### config.mk
export PLATFORM = sky130hd
export DESIGN_NAME = artdmx_drain
export DESIGN_NICKNAME = d
export VERILOG_FILES = /design/src/sv/artdmx_pkg.sv /design/src/sv/artdmx_drain.sv
export SDC_FILE = /design/constraint.sdc
export NUM_CORES = 1
export LEC_CHECK = 0
export BUFFER_PORTS_ARGS = -buffer_cell sky130_fd_sc_hd__buf_2
export CORE_MARGIN = 5
export CORE_UTILIZATION = 52
export DETAILED_ROUTE_END_ITERATION = 10
export GPL_ROUTABILITY_DRIVEN = 0
export MAX_ROUTING_LAYER = met4
export PLACE_DENSITY = 0.77
export SYNTH_ARGS = -nofsm -noshare
export SYNTH_HDL_FRONTEND = slang
export SYNTH_SLANG_ARGS = --single-unit
### constraint.sdc
create_clock -name clk -period 4.9 [get_ports clk]
set_input_delay 0.49 -clock clk [delete_from_list [all_inputs] [get_ports clk]]
set_output_delay 0.49 -clock clk [all_outputs]
set_load 0.005 [all_outputs]
### src/sv/artdmx_pkg.sv
package artdmx_pkg;

	localparam int MAX_SLOTS_DEF = 512;
	localparam int SLOT_COUNT_W  = 10;
	localparam int UNIVERSE_W    = 16;
	localparam int POS_W         = 11;
	localparam int POS_MAX       = 2047;
	localparam int HDR_LEN       = 18;
	localparam int ID_LEN        = 7;
	localparam int POS_OPCODE_HI = 8;
	localparam int POS_OPCODE_LO = 9;
	localparam int POS_UNI_LO    = 14;
	localparam int POS_UNI_HI    = 15;
	localparam int POS_LEN_HI    = 16;
	localparam int POS_LEN_LO    = 17;

	localparam logic [7:0] OPCODE_HI = 8'h00;
	localparam logic [7:0] OPCODE_LO = 8'h50;

	localparam logic ACT_BYTE  = 1'b0;
	localparam logic ACT_FETCH = 1'b1;

	localparam logic KIND_DMX    = 1'b0;
	localparam logic KIND_STATUS = 1'b1;

	typedef enum logic [2:0] {
		ST_ACCEPTED       = 3'd0,
		ST_TOO_SHORT      = 3'd1,
		ST_BAD_ID         = 3'd2,
		ST_BAD_OPCODE     = 3'd3,
		ST_OTHER_UNIVERSE = 3'd4,
		ST_TRUNCATED      = 3'd5
	} status_t;

	// packet end report from the receive side
	typedef struct packed {
		logic                    valid;
		status_t                 status;
		logic [SLOT_COUNT_W-1:0] slot_count;
	} rx_report_t;

	// one served fetch from the drain side
	typedef struct packed {
		logic valid;
		logic start;
		logic last;
		logic rd;
	} dmx_req_t;

	// "Art-Net" identifier text
	function automatic logic [7:0] id_char(input logic [2:0] idx);
		logic [7:0] c;
		case (idx)
			3'd0: c = 8'h41;
			3'd1: c = 8'h72;
			3'd2: c = 8'h74;
			3'd3: c = 8'h2D;
			3'd4: c = 8'h4E;
			3'd5: c = 8'h65;
			3'd6: c = 8'h74;
			default: c = 8'h00;
		endcase
		return c;
	endfunction

endpackage

### src/sv/artdmx_drain.sv
module artdmx_drain #(
	parameter int MAX_SLOTS = artdmx_pkg::MAX_SLOTS_DEF,
	parameter int BANK_AW   = 9
) (
	input  logic                   clk,
	input  logic                   arst_n,
	input  logic                   fetch,
	input  artdmx_pkg::rx_report_t report,
	output logic                   drain_bank,
	output logic                   mem_re,
	output logic [BANK_AW:0]       mem_raddr,
	output artdmx_pkg::dmx_req_t   req
);

	localparam int CNT_W = $clog2(MAX_SLOTS + 1);

	logic             bank_q;
	logic             pending_q;
	logic [CNT_W-1:0] idx_q;
	logic [CNT_W-1:0] len_q;
	logic [CNT_W-1:0] rd_off;
	logic             commit;

	assign commit = report.valid && report.status == artdmx_pkg::ST_ACCEPTED;

	always_comb begin
		req.valid = fetch & pending_q;
		req.start = (idx_q == '0);
		req.last  = (idx_q >= len_q);
		req.rd    = (idx_q != '0);
		rd_off    = idx_q - 1'b1;
	end

	// slot k of the frame sits at offset k-1; index 0 is the start code
	assign mem_re     = req.valid & req.rd;
	assign mem_raddr  = {bank_q, rd_off[BANK_AW-1:0]};
	assign drain_bank = bank_q;

	always_ff @(posedge clk or negedge arst_n) begin
		if (!arst_n) begin
			bank_q    <= 1'b0;
			pending_q <= 1'b0;
			idx_q     <= '0;
			len_q     <= '0;
		end else if (commit) begin
			bank_q    <= ~bank_q;
			pending_q <= 1'b1;
			idx_q     <= '0;
			len_q     <= report.slot_count[CNT_W-1:0];
		end else if (req.valid) begin
			if (req.last) begin
				pending_q <= 1'b0;
				idx_q     <= '0;
			end else begin
				idx_q <= idx_q + 1'b1;
			end
		end
	end

endmodule

# Word-level counts from Yosys, hierarchy flattened
# Index checks and enable logic that the tools add are counted.
# word_totals
register_bits	22
word_cells	23
inputBits	17
# op_classes
n_bitwise	3
n_lt_le_gt_ge	1
n_addsub	2
mux	6
n_reduce_logical	7
# ops
op	n
$mux W10	3
$add A10 B1 Y10 const B	1
$ge A10 B10 Y1	1
$logic_not A10 Y1	1
$reduce_bool A10 Y1	1
$sub A9 B1 Y9 const B	1
$reduce_bool A2 Y1	2
$logic_not A3 Y1	1
$mux W1	3
$and A1 B1 Y1	2
$reduce_and A2 Y1	1
$logic_and A1 B1 Y1	1
$not A1 Y1	1

# Logic depth before layout (Yosys ltp)
# Gate-level depths: netlist of run 1.
# logic_depth
depth_word	4
ltp_mapped	8

# Worst setup path after synthesis of run 1
# Ideal clock, no wire load.
# synth_timing
path_kind	register to output
from	register idx_q[4]
to	output req[1] (netlist name)
path_stages_with_launch	7
path_buffers	1
arrival_time_ps	1571
slack_ps	2839
path_cell_list	dfrtp_1 -> ha_1 -> o21ai_0 -> nor3_2 -> a2111oi_4 -> o31ai_2 -> buf_6
# synth_lines
element	line_no	text
start, declared	artdmx_drain.sv:19	logic [CNT_W-1:0] idx_q;
start signal, assigned	artdmx_drain.sv:55	idx_q <= idx_q + 1'b1;
end, declared	artdmx_drain.sv:12	output artdmx_pkg::dmx_req_t req

==> results of run 1 <==
## power by group through the flow
stage / logic (uW) / clock network (uW) / registers [uW]
5_1_grt: 389 / 118 / 260
3_5_place_dp: 348 / 0 / 258
3_3_place_gp: 339 / 0 / 256
2_1_floorplan: 236 / 0 / 243
6_report: 345 / 104 / 254
4_1_cts: 350 / 108 / 254
## kinds of logic after synthesis
kind of cell             Yosys count  share of synthesized area (%)
AND/OR/NAND/NOR                   53                           18.3
AO/OA/AOI/OAI                     39                           20.4
buffers and inverters             25                           7.52
flip-flops                        22                           35.9
adder cells (fa/ha/maj)           13                           10.6
XOR/XNOR                           8                           4.58
multiplexers                       4                           2.61
## worst paths after layout
| path | from | end | slack (ps) | cells after the start |
|---|---|---|---|---|
| worst max-delay path | idx_q[3] | req[1] | 2180 | 7 |
| worst min-delay path | arst_n | len_q[6] | 120 | 1 |
| worst max register to register | idx_q[3] | idx_q[1] | 2720 | 7 |
| worst min register to register | len_q[0] | len_q[0] | 500 | 2 |
| max in group asynchronous | arst_n | idx_q[2] | 4440 | 1 |
| min in group clk | report[0] | len_q[0] | 360 | 3 |
## per-layer routing
| metal | vias up | part of all wire [%] | GRT usage (%) |
|---|---|---|---|
| met5 | - | 0 | - |
| met2 | 37 | 52 | 30.6 |
| met4 | 0 | 2.2 | 6.36 |
| met3 | 10 | 4.5 | 2.98 |
| met1 | 622 | 42 | 22.7 |
| li1 | 635 | - | - |
## worst max-delay path: stages (launching register included)
cell	delay, ps
sky130_fd_sc_hd__dfrtp_1	500
sky130_fd_sc_hd__ha_1	360
sky130_fd_sc_hd__a211oi_2	220
sky130_fd_sc_hd__nor3_2	80
sky130_fd_sc_hd__a2111oi_4	280
sky130_fd_sc_hd__o31ai_2	110
sky130_fd_sc_hd__buf_4	210
sky130_fd_sc_hd__buf_2	140
## layout make-up
class	instances	area [um2]	share of cell area, %
Sequential cell	22	551	31.8
Tap cell	31	38.8	2.24
Multi-Input combinational cell	117	872	50.4
Timing Repair Buffer	34	175	10.1
Inverter	15	56.3	3.26
Clock buffer	4	36.3	2.10
## sequential cells by signal, indices dropped and copies added, names as in the netlist
signal / cells
idx_q: 10
drain_bank: 1
pending_q: 1
len_q: 10
## placed cells by master (no fill, tap or decap), types with 4 or more instances in the layout
| cell type | n |
|---|---|
| sky130_fd_sc_hd__a211oi_2 | 8 |
| sky130_fd_sc_hd__and3_1 | 5 |
| sky130_fd_sc_hd__buf_2 | 32 |
| sky130_fd_sc_hd__dfrtp_1 | 22 |
| sky130_fd_sc_hd__ha_1 | 13 |
| sky130_fd_sc_hd__inv_1 | 14 |
| sky130_fd_sc_hd__mux2i_1 | 4 |
| sky130_fd_sc_hd__nand2_1 | 20 |
| sky130_fd_sc_hd__nand3_1 | 11 |
| sky130_fd_sc_hd__nor2_1 | 6 |
| sky130_fd_sc_hd__o21ai_0 | 22 |
| sky130_fd_sc_hd__xor2_1 | 5 |
## stage by stage
stage,instances,hold WS [ps],util (%)
2_1_floorplan,164,194,-
3_3_place_gp,219,469,60.9
3_5_place_dp,219,470,60.9
4_1_cts,223,138,62.2
5_1_grt,223,149,62.2
6_report,223,124,62.2
==> impl_metrics.py, run 1 <==
metrics = {
    "route": {
        "firstDrtPassIters": 4,
        "detail_route.iter0.violations": 27,
        "number_of_vias_after_detailed_routing": 1304,
        "detail_route.vias_per_cell": 5.85,
        "route.detailed.drc": 0,
        "route.final.wire_length_um": 3430,
        "post_drt_wl_per_cell_um": 15.4,
        "detail-route-antenna-nets": 0,
    },
    "place": {
        "portBuffers": 32,
        "place_hpwl_um": 2540,
        "pre_cts_slack_ps": 2550,
        "post_dp_cell_area_um2": 1690,
    },
    "yosys": {
        "yosys_warnings": 0,
        "postSynth.topFlopCell": "sky130_fd_sc_hd__dfrtp_1",
        "syn_nets": 194,
        "netlist_top_cells_area": "sky130_fd_sc_hd__dfrtp_1, sky130_fd_sc_hd__ha_1, sky130_fd_sc_hd__o21ai_0",
        "post_synth_inst_count": 164,
        "ys_types": 34,
        "yosysSeqAreaShare_pct": 35.9,
        "postSynthRegisterBits": 22,
        "synth_top_area_cell": "sky130_fd_sc_hd__dfrtp_1",
        "netlist_top_cells_count": "sky130_fd_sc_hd__dfrtp_1, sky130_fd_sc_hd__o21ai_0, sky130_fd_sc_hd__nand2_1",
        "syn_area_per_cell_um2": 9.34,
        "yosysTopAreaCellShare_pct": 35.9,
        "netlist_area_um2": 1530,
        "synth_enable_flop_cells": 0,
        "postSynth.asyncResetShare_pct": 100,
    },
    "cells_and_area": {
        "design.final.nets": 223,
        "fill_cells": 248,
        "drive_gt1_share_pct": 29.2,
        "finish.instance_area_um2": 1730,
        "syn2layout_area_growth_pct": 12.9,
        "antennaDiodeCount": 0,
    },
    "sta": {
        "setup_slack_ps": 2180,
        "grt_setup_unrepaired": "false",
        "final_setup_violation_count": 0,
        "hold_viol_final": 0,
        "fin_tns_setup_ps": 0,
        "finalMaxSlewViolations": 0,
        "clock_skew_ps": 1.27,
        "max_clock_freq_mhz": 368,
        "final_worst_path_cycle_share_pct": 55.4,
        "layout_min_cycle_time_ps": 2720,
        "pin_slew_with_the_least_headroom_to_its_limit_ps": 738,
        "timing.slew.headroom_pct": 50.5,
    },
    "clock_network": {
        "cts-resized-gates": 0,
        "cts.reportedPaths.clkPinSlew_ps": 130,
        "clock_tree_from_tritoncts": "done",
        "clock-root-buffer": "sky130_fd_sc_hd__clkbuf_4",
        "cts_made_buffers": 3,
        "max-clock-path-buffers": 2,
        "cts_hold_buf": 0,
        "cts.sink_count": 22,
        "cts_setup_buffers": 0,
        "cts_max_level": 1,
        "latest_clock_arrival_within_the_worst_skew_pair_ps": 310,
    },
    "die": {
        "row_count": 19,
        "die_width_um": 64.3,
        "die_y_um": 64.3,
        "design.portCount": 33,
        "fp.dieArea_um2": 4130,
        "initial_core_util_pct": 55.1,
        "placeableCoreArea_um2": 2780,
    },
    "global_route": {
        "grt_usage_pct": 18.5,
        "initial_antenna_violation_count": 0,
        "grt_max_degree": 27,
        "first_global_vias": 1313,
        "grt_first_pass_wirelength_um": 6040,
        "globalRoute.totalOverflow": 0,
    },
    "pwr": {
        "cell_internal_pwr_uw": 420,
        "switching_power_uw": 283,
        "power_density_cells_nw_per_um2": 407,
        "pwr-share-seq_pct": 36.2,
        "swShare_pct": 40.2,
        "total_power_uw": 703,
        "clockPowerShare_pct": 14.8,
        "total_leakage_power_uw": 0.000851,
        "ir_drop_v": 0.000377,
        "pwr-share-comb_pct": 49.0,
    },
    "critical_path": {
        "worst-endpoint-required_ps": 4410,
        "worstPathArrival_ps": 2230,
        "cp-start-kind": "register",
        "maximum_net_fanout_on_the_critical_path": 12,
        "crit_path_kind": "register to primary output",
        "end_kind": "primary output",
    },
    "run": {
        "max_cap_violations": 0,
    },
    "hold_path": {
        "timing.hold.worst.class": "input port to asynchronous set/reset pin",
    },
    "status": {
        "run_status": "completed",
    },
}
(Power assumes the default switching activity.)
==> run 2: changes to the inputs <==
ABC_AREA = 1   (was default)
CORE_UTILIZATION = 48   (was 52)
PLACE_DENSITY = 0.75   (was 0.77)
clock period = 2.34 ns   (was 4.9 ns; I/O delays follow)
==> run 2 against run 1 <==
  * Count of clock-buffer cells in the layout decreased by 1
  * Register-to-register slack got worse by 2000 ps
  * Power up 130%
  * Largest cell class unchanged
  * Largest power group unchanged
  * Highest routed layer unchanged
==> impl_metrics.py, run 2 <==
metrics = {
    "sta": {
        "fin_tns_setup_ps": 0,
        "final_worst_path_cycle_share_pct": 85.3,
        "layout_min_cycle_time_ps": 2000,
        "timing.slew.headroom_pct": 65.4,
        "pin_slew_with_the_least_headroom_to_its_limit_ps": 518,
        "final_setup_violation_count": 0,
        "hold_viol_final": 0,
        "finalMaxSlewViolations": 0,
        "clock_skew_ps": 4.15,
        "max_clock_freq_mhz": 501,
        "grt_setup_unrepaired": "false",
    },
    "critical_path": {
        "worst-endpoint-required_ps": 2110,
        "cp-start-kind": "register",
        "critical_path.reg2reg.startpoint": "idx_q[3]",
        "maximum_net_fanout_on_the_critical_path": 8,
        "worstPathArrival_ps": 1760,
        "end_kind": "primary output",
        "crit_path_kind": "register to primary output",
        "worstSetupStartpoint": "idx_q[3]",
        "rrSetupSlack_ps": 710,
    },
    "die": {
        "row_count": 20,
        "die_y_um": 65.7,
        "die_width_um": 65.7,
        "design.portCount": 33,
        "initial_core_util_pct": 49.3,
        "fp.dieArea_um2": 4320,
        "placeableCoreArea_um2": 3030,
    },
    "yosys": {
        "synth_enable_flop_cells": 0,
        "netlist_area_um2": 1490,
        "syn_area_per_cell_um2": 7.57,
        "yosys.cell_count.top_type": "sky130_fd_sc_hd__nand2_1",
        "post_synth_inst_count": 197,
        "yosysSeqAreaShare_pct": 36.9,
        "netlist_top_cells_count": "sky130_fd_sc_hd__nand2_1, sky130_fd_sc_hd__inv_1, sky130_fd_sc_hd__dfrtp_1",
        "postSynth.topFlopCell": "sky130_fd_sc_hd__dfrtp_1",
        "postSynthRegisterBits": 22,
        "synth_top_area_cell": "sky130_fd_sc_hd__dfrtp_1",
        "netlist_top_cells_area": "sky130_fd_sc_hd__dfrtp_1, sky130_fd_sc_hd__nand2_1, sky130_fd_sc_hd__ha_1",
        "yosys_warnings": 0,
        "syn_nets": 227,
        "ys_types": 23,
        "postSynth.asyncResetShare_pct": 100,
        "yosysTopAreaCellShare_pct": 36.9,
    },
    "pwr": {
        "pwr-share-seq_pct": 36.9,
        "ir_drop_v": 0.000463,
        "switching_power_uw": 689,
        "clockPowerShare_pct": 10.7,
        "power_density_cells_nw_per_um2": 938,
        "swShare_pct": 43.1,
        "pwr-share-comb_pct": 52.3,
        "cell_internal_pwr_uw": 910,
        "total_leakage_power_uw": 0.00100,
    },
    "clock_network": {
        "latest_clock_arrival_within_the_worst_skew_pair_ps": 310,
        "cts.sink_count": 22,
        "cts.reportedPaths.clkPinSlew_ps": 120,
        "clock_tree_from_tritoncts": "done",
        "cts_max_level": 1,
        "cts_hold_buf": 1,
        "cts_setup_buffers": 0,
        "cts_made_buffers": 3,
        "cts-resized-gates": 0,
        "clock-root-buffer": "sky130_fd_sc_hd__clkbuf_4",
        "max-clock-path-buffers": 2,
    },
    "route": {
        "detail-route-antenna-nets": 0,
        "detail_route.vias_per_cell": 4.64,
        "number_of_vias_after_detailed_routing": 1257,
        "firstDrtPassIters": 4,
        "post_drt_wl_per_cell_um": 10.6,
        "detail_route.iter0.violations": 44,
        "route.detailed.drc": 0,
        "route.final.wire_length_um": 2870,
    },
    "global_route": {
        "initial_antenna_violation_count": 0,
        "grt_first_pass_wirelength_um": 5110,
        "first_global_vias": 1183,
        "grt_max_degree": 23,
        "globalRoute.totalOverflow": 0,
        "grt_usage_pct": 15.5,
    },
    "place": {
        "place_hpwl_um": 2410,
        "portBuffers": 32,
        "dpl.cell_count": 267,
    },
    "cells_and_area": {
        "design.final.nets": 259,
        "antennaDiodeCount": 0,
        "final-instance-count-excl-fill": 271,
        "syn2layout_area_growth_pct": 14.3,
        "final_cell_mix": "sky130_fd_sc_hd__nand2_1, sky130_fd_sc_hd__inv_1, sky130_fd_sc_hd__buf_2",
        "finish.utilization_pct": 56.3,
        "drive_gt1_share_pct": 21.6,
        "largest_registers": "idx_q (10), len_q (10)",
        "final_common_cell": "sky130_fd_sc_hd__nand2_1",
    },
    "hold_path": {
        "timing.hold.worst.class": "input port to register",
        "worst_hold_startpoint": "report[2]",
    },
    "run": {
        "max_cap_violations": 0,
    },
    "status": {
        "run_status": "completed",
    },
}
-- run 2: cell types whose count changed in the layout (fill, tap and decap cells not counted), sizes merged, moves of 3 or more --
cell    change
nor2       +12
and3        -6
a211oi     -10
mux2i       -4
xor2        +3
o21ai      -12
nand2      +35
nand3       +4
inv        +21
-- run 2: kinds of logic after synthesis --
| family | count (synthesis) | share of synthesized area, % |
|---|---|---|
| flip-flops | 22 | 36.9 |
| XOR/XNOR | 10 | 5.87 |
| AND/OR/NAND/NOR | 95 | 29.4 |
| adder cells (fa/ha/maj) | 13 | 10.9 |
| buffers and inverters | 41 | 11.2 |
| AO/OA/AOI/OAI | 16 | 5.70 |
-- run 2: worst paths after layout --
kind,depth (start not counted),endpoint
worst max-delay path,8,req[1]
worst min-delay path,3,len_q[2]
worst max register to register,10,idx_q[1]
worst min register to register,2,pending_q
max in group asynchronous,2,len_q[8]
min in group asynchronous,2,idx_q[4]
-- run 2: layout make-up --
class / instances / area (um2)
Multi-Input combinational cell: 134 / 774
Inverter: 35 / 131
Fill cell: 316 / 1320
Clock buffer: 3 / 22.5
Timing Repair Buffer: 33 / 170
Sequential cell: 22 / 551
Tap cell: 44 / 55.1
-- run 2: critical path: stages (launching register included) --
cell,delay (ps)
sky130_fd_sc_hd__dfrtp_1,500
sky130_fd_sc_hd__ha_1,350
sky130_fd_sc_hd__nand2_1,70
sky130_fd_sc_hd__nand2_1,60
sky130_fd_sc_hd__nand2_1,50
sky130_fd_sc_hd__nand2_1,60
sky130_fd_sc_hd__nand2_1,80
sky130_fd_sc_hd__nand3_1,140
sky130_fd_sc_hd__buf_2,170
-- run 2: stage by stage --
step	worst slack [ps]	total power (uW)	cell area [um2]	hold WS, ps
detailed placement	694	1450	1670	229
global route	164	1780	1700	129
floorplan	863	1160	1490	-61.6
global placement	689	1430	1670	226
finish	344	1600	1700	120
CTS	328	1630	1700	111
-- run 2: power groups by stage --
| stage | combinational (uW) | clock, uW | sequential [uW] |
|---|---|---|---|
| 2_1_floorplan | 609 | 0 | 550 |
| 3_3_place_gp | 838 | 0 | 597 |
| 3_5_place_dp | 853 | 0 | 598 |
| 4_1_cts | 856 | 182 | 592 |
| 5_1_grt | 982 | 192 | 608 |
| 6_report | 836 | 172 | 591 |
-- run 2: layer usage --
metal	vias up	wire, um	global-route usage [%]
met4	0	10	2.33
li1	667	-	-
met1	570	1350	19.4
met2	18	1380	25.5
met3	2	121	4.10
met5	-	0	-
