===== src/sv/artdmx_pkg.sv =====
package artdmx_pkg;

	localparam int MAX_SLOTS_DEF = 512;
	localparam int SLOT_COUNT_W  = 10;
	localparam int UNIVERSE_W    = 16;
	localparam int POS_W         = 11;
	localparam int POS_MAX       = 2047;
	localparam int HDR_LEN       = 18;
	localparam int ID_LEN        = 7;
	localparam int POS_OPCODE_HI = 8;
	localparam int POS_OPCODE_LO = 9;
	localparam int POS_UNI_LO    = 14;
	localparam int POS_UNI_HI    = 15;
	localparam int POS_LEN_HI    = 16;
	localparam int POS_LEN_LO    = 17;

	localparam logic [7:0] OPCODE_HI = 8'h00;
	localparam logic [7:0] OPCODE_LO = 8'h50;

	localparam logic ACT_BYTE  = 1'b0;
	localparam logic ACT_FETCH = 1'b1;

	localparam logic KIND_DMX    = 1'b0;
	localparam logic KIND_STATUS = 1'b1;

	typedef enum logic [2:0] {
		ST_ACCEPTED       = 3'd0,
		ST_TOO_SHORT      = 3'd1,
		ST_BAD_ID         = 3'd2,
		ST_BAD_OPCODE     = 3'd3,
		ST_OTHER_UNIVERSE = 3'd4,
		ST_TRUNCATED      = 3'd5
	} status_t;

	// packet end report from the receive side
	typedef struct packed {
		logic                    valid;
		status_t                 status;
		logic [SLOT_COUNT_W-1:0] slot_count;
	} rx_report_t;

	// one served fetch from the drain side
	typedef struct packed {
		logic valid;
		logic start;
		logic last;
		logic rd;
	} dmx_req_t;

	// "Art-Net" identifier text
	function automatic logic [7:0] id_char(input logic [2:0] idx);
		logic [7:0] c;
		case (idx)
			3'd0: c = 8'h41;
			3'd1: c = 8'h72;
			3'd2: c = 8'h74;
			3'd3: c = 8'h2D;
			3'd4: c = 8'h4E;
			3'd5: c = 8'h65;
			3'd6: c = 8'h74;
			default: c = 8'h00;
		endcase
		return c;
	endfunction

endpackage


===== src/sv/artdmx_rx.sv =====
module artdmx_rx #(
	parameter int MAX_SLOTS = artdmx_pkg::MAX_SLOTS_DEF,
	parameter int BANK_AW   = 9
) (
	input  logic                                 clk,
	input  logic                                 arst_n,
	input  logic                                 take_byte,
	input  logic [7:0]                           data_byte,
	input  logic                                 packet_end,
	input  logic [artdmx_pkg::UNIVERSE_W-1:0]    universe,
	input  logic                                 drain_bank,
	output logic                                 mem_we,
	output logic [BANK_AW:0]                     mem_waddr,
	output logic [7:0]                           mem_wdata,
	output artdmx_pkg::rx_report_t               report
);

	localparam int CNT_W = $clog2(MAX_SLOTS + 1);
	localparam int POS_W = artdmx_pkg::POS_W;
	localparam int UNI_W = artdmx_pkg::UNIVERSE_W;

	logic [POS_W-1:0]    pos_q, pos_n, off;
	artdmx_pkg::status_t fault_q, fault_n, status;
	logic [UNI_W-1:0]    uni_q, uni_n;
	logic [15:0]         len_q, len_n;
	logic [CNT_W-1:0]    len_c;

	always_comb begin
		pos_n   = (pos_q == POS_W'(artdmx_pkg::POS_MAX)) ? pos_q : pos_q + 1'b1;
		fault_n = fault_q;
		uni_n   = uni_q;
		len_n   = len_q;
		mem_we  = 1'b0;
		off     = pos_q - POS_W'(artdmx_pkg::HDR_LEN);
		if (pos_q < POS_W'(artdmx_pkg::ID_LEN)) begin
			if (data_byte != artdmx_pkg::id_char(pos_q[2:0]) &&
			    fault_q == artdmx_pkg::ST_ACCEPTED) begin
				fault_n = artdmx_pkg::ST_BAD_ID;
			end
		end else if (pos_q == POS_W'(artdmx_pkg::POS_OPCODE_HI)) begin
			if (data_byte != artdmx_pkg::OPCODE_HI && fault_q == artdmx_pkg::ST_ACCEPTED) begin
				fault_n = artdmx_pkg::ST_BAD_OPCODE;
			end
		end else if (pos_q == POS_W'(artdmx_pkg::POS_OPCODE_LO)) begin
			if (data_byte != artdmx_pkg::OPCODE_LO && fault_q == artdmx_pkg::ST_ACCEPTED) begin
				fault_n = artdmx_pkg::ST_BAD_OPCODE;
			end
		end else if (pos_q == POS_W'(artdmx_pkg::POS_UNI_LO)) begin
			uni_n = {uni_q[15:8], data_byte};
		end else if (pos_q == POS_W'(artdmx_pkg::POS_UNI_HI)) begin
			uni_n = {data_byte, uni_q[7:0]};
		end else if (pos_q == POS_W'(artdmx_pkg::POS_LEN_HI)) begin
			len_n = {data_byte, len_q[7:0]};
		end else if (pos_q == POS_W'(artdmx_pkg::POS_LEN_LO)) begin
			len_n = {len_q[15:8], data_byte};
		end else if (pos_q >= POS_W'(artdmx_pkg::HDR_LEN) && off < POS_W'(MAX_SLOTS)) begin
			mem_we = take_byte;
		end
	end

	// write into the bank that is not being drained
	assign mem_waddr = {~drain_bank, off[BANK_AW-1:0]};
	assign mem_wdata = data_byte;

	always_comb begin
		len_c = (len_n > 16'(MAX_SLOTS)) ? CNT_W'(MAX_SLOTS) : len_n[CNT_W-1:0];
		if (pos_n <= POS_W'(artdmx_pkg::HDR_LEN)) begin
			status = artdmx_pkg::ST_TOO_SHORT;
		end else if (fault_n != artdmx_pkg::ST_ACCEPTED) begin
			status = fault_n;
		end else if (uni_n != universe) begin
			status = artdmx_pkg::ST_OTHER_UNIVERSE;
		end else if ((12'(artdmx_pkg::HDR_LEN) + 12'(len_c)) > 12'(pos_n)) begin
			status = artdmx_pkg::ST_TRUNCATED;
		end else begin
			status = artdmx_pkg::ST_ACCEPTED;
		end
		report.valid      = take_byte & packet_end;
		report.status     = status;
		report.slot_count = (status == artdmx_pkg::ST_ACCEPTED) ?
			artdmx_pkg::SLOT_COUNT_W'(len_c) : '0;
	end

	always_ff @(posedge clk or negedge arst_n) begin
		if (!arst_n) begin
			pos_q   <= '0;
			fault_q <= artdmx_pkg::ST_ACCEPTED;
			uni_q   <= '0;
			len_q   <= '0;
		end else if (take_byte) begin
			if (packet_end) begin
				pos_q   <= '0;
				fault_q <= artdmx_pkg::ST_ACCEPTED;
				uni_q   <= '0;
				len_q   <= '0;
			end else begin
				pos_q   <= pos_n;
				fault_q <= fault_n;
				uni_q   <= uni_n;
				len_q   <= len_n;
			end
		end
	end

endmodule


===== config.mk =====
export PLATFORM = sky130hd
export DESIGN_NAME = artdmx_rx
export DESIGN_NICKNAME = d
export VERILOG_FILES = /design/src/sv/artdmx_pkg.sv /design/src/sv/artdmx_rx.sv
export SDC_FILE = /design/constraint.sdc
export NUM_CORES = 1
export LEC_CHECK = 0
export ABC_AREA = 1
export BUFFER_PORTS_ARGS = -buffer_cell sky130_fd_sc_hd__buf_2
export CAP_MARGIN = 5
export CORE_ASPECT_RATIO = 0.5
export CORE_MARGIN = 3
export CORE_UTILIZATION = 56
export DETAILED_ROUTE_END_ITERATION = 8
export MAX_ROUTING_LAYER = met4
export PLACE_DENSITY = 0.84
export SLEW_MARGIN = 20
export SYNTH_ARGS = -nofsm -noshare
export SYNTH_HDL_FRONTEND = slang
export SYNTH_SLANG_ARGS = --single-unit

===== constraint.sdc =====
create_clock -name clk -period 13.66 [get_ports clk]
set_input_delay 1.366 -clock clk [delete_from_list [all_inputs] [get_ports clk]]
set_output_delay 1.366 -clock clk [all_outputs]
set_load 0.005 [all_outputs]

* Word-level counts from Yosys, hierarchy flattened
Index checks and enable logic that the tools add are counted.
Storage, ports and cells: bits in registers 46, bits in latches 0, RAM bits 0, memory bits (read-only) 0, input port bits 29, output and inout bits 33, memories 0
Operators by class: add/sub/neg operators 3, $mul 0, divide/modulo/power cells 0, magnitude comparators 6, equal/unequal tests 16, shifts and indexed selects 0, muxes and demuxes 39, bitwise operators 2, reductions and logical operators 10
Operator list (count):
- two-way mux 16 bit | 13
- == test 11 x 4 -> 1 bit (second input constant) | 4
- one-hot mux 7 bit (6 select lines) | 1
- two-way mux 3 bit | 11
- == test 11 x 5 -> 1 bit (second input constant) | 2
- two-way mux 11 bit | 2
- two-way mux 10 bit | 2
- greater-than comparator 16 x 10 -> 1 bit (second input constant) | 1
- two-way mux 8 bit | 2
- != test 16 bit | 1
- adder 11 x 1 -> 11 bit (second input constant) | 1
- adder 5 x 10 -> 11 bit (first input constant) | 1
- == test 11 bit (second input constant) | 1
- greater-or-equal comparator 11 x 5 -> 1 bit (second input constant) | 1
- greater-than comparator 11 bit | 1
- <= comparator 11 x 5 -> 1 bit (second input constant) | 1
- < comparator 11 x 10 -> 1 bit (second input constant) | 1
- < comparator 11 x 3 -> 1 bit (second input constant) | 1
- subtractor 11 x 5 -> 11 bit (second input constant) | 1
- == test 3 bit (second input constant) | 3
- logical NOT 3 bit | 3
- two-way mux 1 bit | 8
- != test 8 x 7 -> 1 bit (second input constant) | 1
- != test 8 bit | 1
- 8 further kinds | 12

* Longest topological paths before layout
Gate-level depths: netlist of run 1.
depth in word-level cells 18, gate-level depth with buffers 34, gate-level depth less buffers 34

* Least setup slack after synthesis of run 1
No wires, ideal clock.
path type input-to-output, start input port data_byte[0], end output port report[0] in the netlist's numbering, arrival time 4157 ps, slack 8137 ps, stages on the path 29, cells stage by stage inv_1 > nand3_1 > nand2_1 > nand2_1 > nand2_1 > nand2_1 > nor2_1 > nand3_2 > nand2_4 > inv_4 > nor2_1 > ha_1 > nand3_1 > nand2_2 > nand3_1 > nand2_1 > inv_1 > ha_1 > nand2_1 > nor2_1 > and3_1 > a211o_1 > nand2_1 > nor2_1 > nand3_1 > nand2_2 > nor2_2 > nand2_4 > nor2_2
RTL lines:
- from (decl) | line artdmx_rx.sv:8 | input logic [7:0] data_byte,
- to (decl) | line artdmx_rx.sv:15 | output artdmx_pkg::rx_report_t report

==> summary.md, run 1 <==
| Metric | Value |
|---|---|
| Lkg Pwr | 2.69 nW |
| Clock-pin slew on the worst setup and hold paths | 0.07 ns |
| Worst Max-Slew Pin Slew | 0.761 ns |
| Clock skew | 0.00871 ns |
| Crit start category | flop |
| First-pass GRT wire length | 20600 µm |
| Placed Cells | 821 |
| Maxcap violations | 0 |
| Slowest Stage Delay on Critical Path | 0.47 ns |
| Drt pass-1 iters | 7 |
| I/O pin count | 62 |
| Max frequency | 154 MHz |
| Cell with the most instances after synthesis | nand2_1 |
| Synth area leaders | dfrtp_1 25%, nand2_1 14%, inv_1 6.6%, ha_1 5.1%, nand3_1 5.0% |
| #FFs+latches synth | 46 |
| Clk root buf | clkbuf_16 |
| Total track usage | 0.274 |
| # rows | 22 |
| Worst Path Max Fanout | 29 |
| Worst rel slew slack | 0.492 |
| Post-Layout Cell Count | 829 |
| Synth cell types | 51 |
| Mapped Cells | 678 |
| Die Area | 9520 µm² |
| PostCTS Resize Cnt | 0 |
| Cell area after synthesis | 4660 µm² |
| Hold buffers post-CTS | 0 |
| Largest net degree at the start of global routing | 47 |
| Hold crit path type | reg -> reg |
| Area grow syn2layout | 8.83% |
| CTS max path bufs | 2 |
| Die height | 70.5 µm |
| Main synth FF type | dfrtp_1 |
| H-tree Lvls | 2 |
| Routed Antenna Nets | 0 |
| Hold Violations, Final | 0 |
| Starting Density | 0.605 |
| Crit path DAT | 5.13 ns |
| Die width | 135 µm |
| Total wire length | 12600 µm |
| Routed via count | 4700 |
| CTS Buf Count | 5 |
| Post-route setup TNS | 0 ns |
| Drt via density | 5.67 |
| Hpwl dp | 9250 µm |
| CTS tree | yes |
| Postcts setup bufs | 0 |
| CP Capture Type | primary output |
| 1st-iter DRT viols | 563 |
| Port Buffer Count | 61 |
| Crit Path Category | reg -> out |
| Syn. warnings | 0 |
| Setup Viol. Count Final | 0 |
| Antenna cells | 0 |
| Core area | 7710 µm² |
| Period utilisation layout | 0.476 |
| Final Slew Violations | 0 |
| EDFF count, synth | 0 |
| Wirelength per Cell | 15.2 µm |
| Initial antenna violation count | 0 |
| Share of the synthesized area in the top cell type | 0.247 |
| Outcome | finished clean |
| Pwr dens | 70.8 nW/µm² |
| Syn nets | 726 |
| Slowest cell on crit path | dfrtp_1 |
| Post-synth top cells | 180 x nand2_1, 82 x inv_1, 47 x nand3_1 |
| VDD IR max | 0.0482 mV |
| Layout cells sized above 1 | 0.232 |
| CP required | 12.29 ns |
| Async set or reset register ratio after synthesis | 1.00 |
| Vias in the first global route | 4140 |
| Overflow after GRT | 0 |
| Final GP Congestion | 0.939 |
| Nets | 768 |
| Leading area contributor after synthesis | dfrtp_1 |
| Clock latency on the worst-skew pair | 0.30 ns |
| Cell mode on critical path | nand2_1 |
| CTS Sinks | 46 |
| Register area share after synthesis | 0.247 |
| Unrepaired setup endpoints after global routing | no |
| Final min period | 6.50 ns |
| DRC Markers | 0 |
| R2r setup slk | 11.31 ns |
| Mean post-synth cell area | 6.88 µm² |
[path summary, 6_finish.rpt]
kind                       startpoint         end  cells after the start
min reg2reg                 len_q[12]   len_q[12]                      1
max reg2reg                  pos_q[0]  fault_q[1]                     14
max                          pos_q[8]   report[2]                     29
max in group asynchronous      arst_n    uni_q[4]                      2
min in group asynchronous      arst_n    pos_q[7]                      2
min                         len_q[12]   len_q[12]                      1
[power by group]
group	internal [mW]	switching (mW)
Combinational	0.0250	0.0488
Clock	0.0864	0.0580
Sequential	0.138	0.00323
Total	0.249	0.110
[cells by family after synthesis]
kind of cell / count (synthesis) / share of synthesized area
AO/OA/AOI/OAI: 107 / 0.152
XOR/XNOR: 15 / 0.0282
adder cells (fa/ha/maj): 19 / 0.0510
buffers and inverters: 125 / 0.127
flip-flops: 46 / 0.247
other: 1 / 0.000804
AND/OR/NAND/NOR: 365 / 0.394
[placed cells by master (no fill, tap or decap), drive strengths merged, types with 2 or more instances in the layout]
master    count
nor4          2
clkinvlp      2
buf          63
nor3          7
o21ai        32
xor2         11
ha           19
nand4        11
inv          96
or2           3
o211ai        3
xnor2         4
o22ai        35
clkbuf        5
nor2         73
a22o          7
nand3b        8
a21oi        24
nand2       203
dfrtp        46
nand3        56
[worst max-delay path, delay by kind of cell, from the launching register on]
kind            cells  cell delay (ns)
simple gates       22             3.15
compound gates      1             0.40
flops               1             0.47
fa+ha+maj           2             0.47
buf+inv             4             0.35
[per-stage QoR]
| step | worst slack, ns | cell area [µm²] | total power, mW | utilization | hold WS (ns) |
|---|---|---|---|---|---|
| final | 7.16 | 5070 | 0.359 | 0.658 | 0.504 |
| after global routing | 6.72 | 5070 | 0.376 | 0.658 | 0.529 |
| after CTS | 7.23 | 5070 | 0.359 | 0.658 | 0.505 |
| after detailed placement | 7.47 | 4900 | 0.216 | 0.636 | 0.488 |
| after global placement | 7.60 | 4900 | 0.214 | 0.636 | 0.471 |
| after floorplan | 8.14 | 4660 | 0.192 | - | 0.453 |
[routing by layer]
| layer | part of all wire | wire length (µm) | vias up | GRT usage |
|---|---|---|---|---|
| met4 | 0.014 | 173 | 0 | 0.0659 |
| met3 | 0.094 | 1190 | 16 | 0.0410 |
| met1 | 0.47 | 5930 | 2148 | 0.409 |
| met5 | 0 | 0 | - | - |
| met2 | 0.42 | 5300 | 244 | 0.387 |
| li1 | - | - | 2292 | - |
[area by class of cell]
class,instances,area [µm²]
Multi-Input combinational cell,507,2920
Fill cell,696,2630
Sequential cell,46,1150
Inverter,97,378
Timing Repair Buffer,63,320
Tap cell,108,135
Clock buffer,5,125
Clock inverter,3,45.0
[flip-flops by register name (all words and copies together) (netlist names)]
register	cells
pos_q	11
fault_q	3
uni_q	16
len_q	16
(Power assumes the default switching activity.)
==> run 2, diff against run 1 <==
--- a/config.mk
+++ b/config.mk
@@ -10,7 +10,7 @@
 export CAP_MARGIN = 5
 export CORE_ASPECT_RATIO = 0.5
 export CORE_MARGIN = 3
-export CORE_UTILIZATION = 56
+export CORE_UTILIZATION = 54
 export DETAILED_ROUTE_END_ITERATION = 8
 export MAX_ROUTING_LAYER = met4
 export PLACE_DENSITY = 0.84
==> constraint.sdc (replaced) <==
create_clock -name clk -period 5.5 [get_ports clk]
set_input_delay 0.55 -clock clk [delete_from_list [all_inputs] [get_ports clk]]
set_output_delay 0.55 -clock clk [all_outputs]
set_load 0.005 [all_outputs]
==> run 2 against run 1 <==
Net effect:
- final cell count is 2.2% higher
- non-clock buffer count increased by 12
- clock power up 150%
- sequential share of layout area fell by 0.74 points
- register-to-register slack got worse by 8.0 ns
- sequential power is 150% higher
- utilization down 1.5 points
- largest power group unchanged
==> summary.md, run 2 (synthesis gave the netlist of run 1 again) <==
| Metric | Value |
|---|---|
| Crit Path Category | reg -> out |
| Regs by FF count | len_q (16), uni_q (16), pos_q (11) |
| Starting Density | 0.568 |
| Max frequency | 193 MHz |
| CTS Buf Count | 5 |
| Routed via count | 4754 |
| Gate power share | 0.218 |
| Port Buffer Count | 61 |
| Overflow after GRT | 0 |
| Die Area | 9850 µm² |
| Final GP Congestion | 0.952 |
| Drt via density | 5.61 |
| Total wire length | 13200 µm |
| Layout cells sized above 1 | 0.264 |
| Core area | 8200 µm² |
| Die width | 137 µm |
| CTS tree | yes |
| Period utilisation layout | 0.940 |
| Lkg Pwr | 2.75 nW |
| Register area | 1160 µm² |
| Cell mode on critical path | nor2_1 |
| Worst Path Max Fanout | 7 |
| Final min period | 5.17 ns |
| Hold Violations, Final | 0 |
| Hold crit path type | in -> async |
| Worst rel slew slack | 0.446 |
| I/O pin count | 62 |
| Wirelength per Cell | 15.6 µm |
| First-pass GRT wire length | 20900 µm |
| Worst Max-Slew Pin Slew | 0.831 ns |
| P_sw | 0.275 mW |
| VDD IR max | 0.115 mV |
| Crit path DAT | 4.62 ns |
| Die height | 71.7 µm |
| # rows | 23 |
| Commonest non-fill, non-tap cell in the layout | nand2_1 |
| Crit start category | flop |
| Final-layout fill cell count | 713 |
| Post-route core utilization | 0.644 |
| Leading cell types in the layout, fill and taps excluded | 179 x nand2_1, 80 x inv_1, 60 x buf_2, 47 x nand3_1, 43 x nor2_1 |
| Pwr dens | 171 nW/µm² |
| Clock power frac | 0.394 |
| CP Capture Type | primary output |
| Outcome | finished clean |
| Slowest Stage Delay on Critical Path | 0.46 ns |
| Pint | 0.627 mW |
| Routed Antenna Nets | 0 |
| Drt pass-1 iters | 5 |
| Nets | 782 |
| Clock latency on the worst-skew pair | 0.30 ns |
| Reg2reg path depth | 13 |
| Final Slew Violations | 0 |
| Maxcap violations | 0 |
| Antenna cells | 0 |
| Total track usage | 0.272 |
| Multi-input logic area | 3010 µm² |
| CTS max path bufs | 2 |
| Sw frac | 0.305 |
| CP required | 4.95 ns |
| Clk root buf | clkbuf_16 |
| 1st-iter DRT viols | 566 |
| Area grow syn2layout | 13.2% |
| Vias in the first global route | 4224 |
| DRC Markers | 0 |
| H-tree Lvls | 2 |
| Hold slack | 0.266 ns |
| Setup Viol. Count Final | 0 |
| Hpwl dp | 9230 µm |
| Hold buffers post-CTS | 0 |
| Largest net degree at the start of global routing | 47 |
| CTS Sinks | 46 |
| Sequential share of power | 0.388 |
| Clock-pin slew on the worst setup and hold paths | 0.07 ns |
| Initial antenna violation count | 0 |
| Slowest cell on crit path | dfrtp_2 |
| Clock skew | 0.00680 ns |
## run 2: cell types whose count changed in the layout (fill, tap and decap cells not counted), moves of 3 or more
cell | previous run | this run
buf_4 | 2 | 14
dfrtp_1 | 46 | 40
dfrtp_2 | 0 | 6
ha_1 | 19 | 16
## run 2: critical path, delay by kind of cell (launching register included)
kind	cells	cell delay [ns]
adder cells (fa/ha/maj)	3	0.61
AND/OR/NAND/NOR	23	2.60
XOR/XNOR	1	0.17
buffers and inverters	3	0.28
flip-flops	1	0.46
AO/OA/AOI/OAI	1	0.22
## run 2: layout make-up
type / instances / area share
flip-flops and latches: 46 / 0.219
clock inverters: 2 / 0.00711
repair buffers: 75 / 0.0806
clock buffers: 6 / 0.0244
inverters: 97 / 0.0721
well taps: 112 / 0.0265
multi-input cells: 509 / 0.570
## run 2: power groups by stage
stage | Sequential (mW) | Clock (mW) | Combinational [mW]
final | 0.350 | 0.356 | 0.197
after floorplan | 0.352 | 0 | 0.125
after detailed placement | 0.356 | 0 | 0.176
after global routing | 0.350 | 0.377 | 0.220
after CTS | 0.349 | 0.356 | 0.177
after global placement | 0.355 | 0 | 0.174
## run 2: final timing paths
path                           start  slack (ns)         end
max                         pos_q[1]        0.33   report[3]
min                           arst_n        0.27    uni_q[1]
max reg2reg                 pos_q[0]        3.31  fault_q[1]
min reg2reg                len_q[11]        0.51   len_q[11]
max in group asynchronous     arst_n        4.77    pos_q[5]
min in group clk           len_q[11]        0.51   len_q[11]
## run 2: routing by layer
layer,part of all wire,global-route usage,routed length [µm]
met1,0.47,0.394,6140
met2,0.44,0.400,5810
met3,0.076,0.0393,1000
met4,0.018,0.0708,233
met5,0,-,0
## run 2: what timing repair did
action                     CTS  global route
setup endpoints to repair    0            12
setup buffers                0            13
gates resized for setup      0            25
## run 2: per-stage QoR
| step | setup TNS, ns | power, mW | std cells | worst slack [ns] | instance area, µm² |
|---|---|---|---|---|---|
| detailed placement | 0 | 0.532 | 824 | 0.346 | 4900 |
| global route | -0.215 | 0.948 | 847 | -0.0547 | 5280 |
| floorplan | 0 | 0.477 | 678 | 0.955 | 4660 |
| finish | 0 | 0.902 | 847 | 0.328 | 5280 |
| global placement | 0 | 0.529 | 824 | 0.533 | 4900 |
| CTS | 0 | 0.883 | 832 | 0.0178 | 5070 |
==> run 3, diff against run 2 <==
--- a/config.mk
+++ b/config.mk
@@ -6,7 +6,7 @@
 export NUM_CORES = 1
 export LEC_CHECK = 0
 export ABC_AREA = 1
-export BUFFER_PORTS_ARGS = -buffer_cell sky130_fd_sc_hd__buf_2
+export BUFFER_PORTS_ARGS = -buffer_cell sky130_fd_sc_hd__buf_4
 export CAP_MARGIN = 5
 export CORE_ASPECT_RATIO = 0.5
 export CORE_MARGIN = 3
==> run 3 against run 2 <==
Net effect:
- sequential power is essentially flat
- sequential cell count did not move
- die area unchanged
- critical endpoint is now report[7]
- largest power group is now sequential cells
==> summary.md, run 3 (synthesis gave the netlist of run 1 again) <==
| Metric | Value |
|---|---|
| Worst rel slew slack | 0.503 |
| VDD IR max | 0.136 mV |
| Period utilisation layout | 0.961 |
| 1st-iter DRT viols | 640 |
| Routed via count | 4988 |
| Hpwl dp | 9380 µm |
| Post-Layout Cell Count | 864 |
| Crit Path Category | reg -> out |
| Final min period | 5.28 ns |
| # rows | 23 |
| CTS max path bufs | 2 |
| Initial antenna violation count | 0 |
| Total track usage | 0.272 |
| Slowest Stage Delay on Critical Path | 0.48 ns |
| Commonest non-fill, non-tap cell in the layout | nand2_1 |
| Nets | 799 |
| Outcome | finished clean |
| Post-route setup TNS | 0 ns |
| Clock latency on the worst-skew pair | 0.29 ns |
| Drt pass-1 iters | 5 |
| Core area | 8200 µm² |
| Maxcap violations | 0 |
| H-tree Lvls | 2 |
| Routed Antenna Nets | 0 |
| Die Area | 9850 µm² |
| Reg2reg path depth | 13 |
| I/O pin count | 62 |
| Clock skew | 0.00616 ns |
| Final Slew Violations | 0 |
| Post-route core utilization | 0.677 |
| Setup Viol. Count Final | 0 |
| Final Power | 0.888 mW |
| Starting Density | 0.568 |
| DRC Markers | 0 |
| Crit path DAT | 4.73 ns |
| Die height | 71.7 µm |
| Port Buffer Count | 61 |
| Crit start category | flop |
| Area grow syn2layout | 19.0% |
| Leading cell types in the layout, fill and taps excluded | 179 x nand2_1, 90 x buf_4, 80 x inv_1, 47 x nand3_1, 43 x nor2_1 |
| Worst Max-Slew Pin Slew | 0.744 ns |
| Drt via density | 5.77 |
| First-pass GRT wire length | 20900 µm |
| Pwr dens | 160 nW/µm² |
| Hold crit path type | in -> async |
| Max frequency | 189 MHz |
| Hold Violations, Final | 0 |
| CP required | 4.95 ns |
| Layout cells sized above 1 | 0.285 |
| Regs by FF count | len_q (16), uni_q (16), pos_q (11) |
| Largest net degree at the start of global routing | 47 |
| Wirelength per Cell | 16.3 µm |
| CTS tree | yes |
| Clk root buf | clkbuf_16 |
| Worst Path Max Fanout | 8 |
| Hold buffers post-CTS | 0 |
| Final GP Congestion | 0.959 |
| Lkg Pwr | 2.85 nW |
| Placed Cells | 825 |
| Antenna cells | 0 |
| Cell mode on critical path | nand2_1 |
| CP Capture Type | primary output |
| Clock-pin slew on the worst setup and hold paths | 0.07 ns |
| Vias in the first global route | 4287 |
| Die width | 137 µm |
| CTS Sinks | 46 |
| Slowest cell on crit path | dfrtp_2 |
| Total wire length | 14100 µm |
| Overflow after GRT | 0 |
| CTS Buf Count | 5 |
## run 3: cell types whose count changed in the layout (fill, tap and decap cells not counted), sizes merged
| cell | delta |
|---|---|
| buf | +16 |
| bufinv | -1 |
| clkbuf | -1 |
| clkinv | +3 |
| inv | -1 |
| nand4 | +1 |
## run 3: worst max-delay path, delay by kind of cell (launching register included)
family | cells | cell delay (ns)
AND/OR/NAND/NOR | 24 | 2.73
buffers and inverters | 4 | 0.31
adder cells (fa/ha/maj) | 3 | 0.59
flip-flops | 1 | 0.48
AO/OA/AOI/OAI | 2 | 0.32
## run 3: worst paths after layout
kind / startpoint / end / slack (ns)
hold reg to reg: uni_q[4] / uni_q[4] / 0.49
hold / removal: arst_n / uni_q[1] / 0.27
setup reg to reg: pos_q[0] / fault_q[1] / 3.20
max in group asynchronous: arst_n / pos_q[5] / 4.77
setup / recovery: pos_q[0] / report[7] / 0.22
min in group clk: uni_q[4] / uni_q[4] / 0.49
## run 3: final cells by class
cell class,instances,area [µm²]
Clock buffer,5,125
Clock inverter,3,21.3
Fill cell,657,2650
Inverter,97,385
Multi-Input combinational cell,510,3040
Sequential cell,46,1160
Tap cell,112,140
Timing Repair Buffer,91,681
## run 3: timing repair
item	CTS	global route
endpoints found under the setup margin	1	12
pin swaps	0	17
buffers inserted	0	28
resized for setup	1	30
cloned	0	3
## run 3: power breakdown
part           switching, mW  internal, mW  leakage (nW)  total (mW)
combinational          0.137        0.0857          2.15       0.223
sequential           0.00873         0.342         0.630       0.351
clock                  0.145         0.169        0.0698       0.314
## run 3: layer usage
metal / GRT usage / wire length [µm]
met2: 0.415 / 6220
met4: 0.0619 / 354
met5: - / 0
met3: 0.0435 / 1320
met1: 0.380 / 6170
## run 3: stage by stage
stage	hold WS (ns)	cell area [µm²]	setup slack [ns]
6_report	0.273	5550	0.217
5_1_grt	0.311	5550	-0.159
4_1_cts	0.295	5210	0.0176
3_5_place_dp	0.480	5060	0.342
3_3_place_gp	0.472	5060	0.523
2_1_floorplan	0.254	4660	0.955
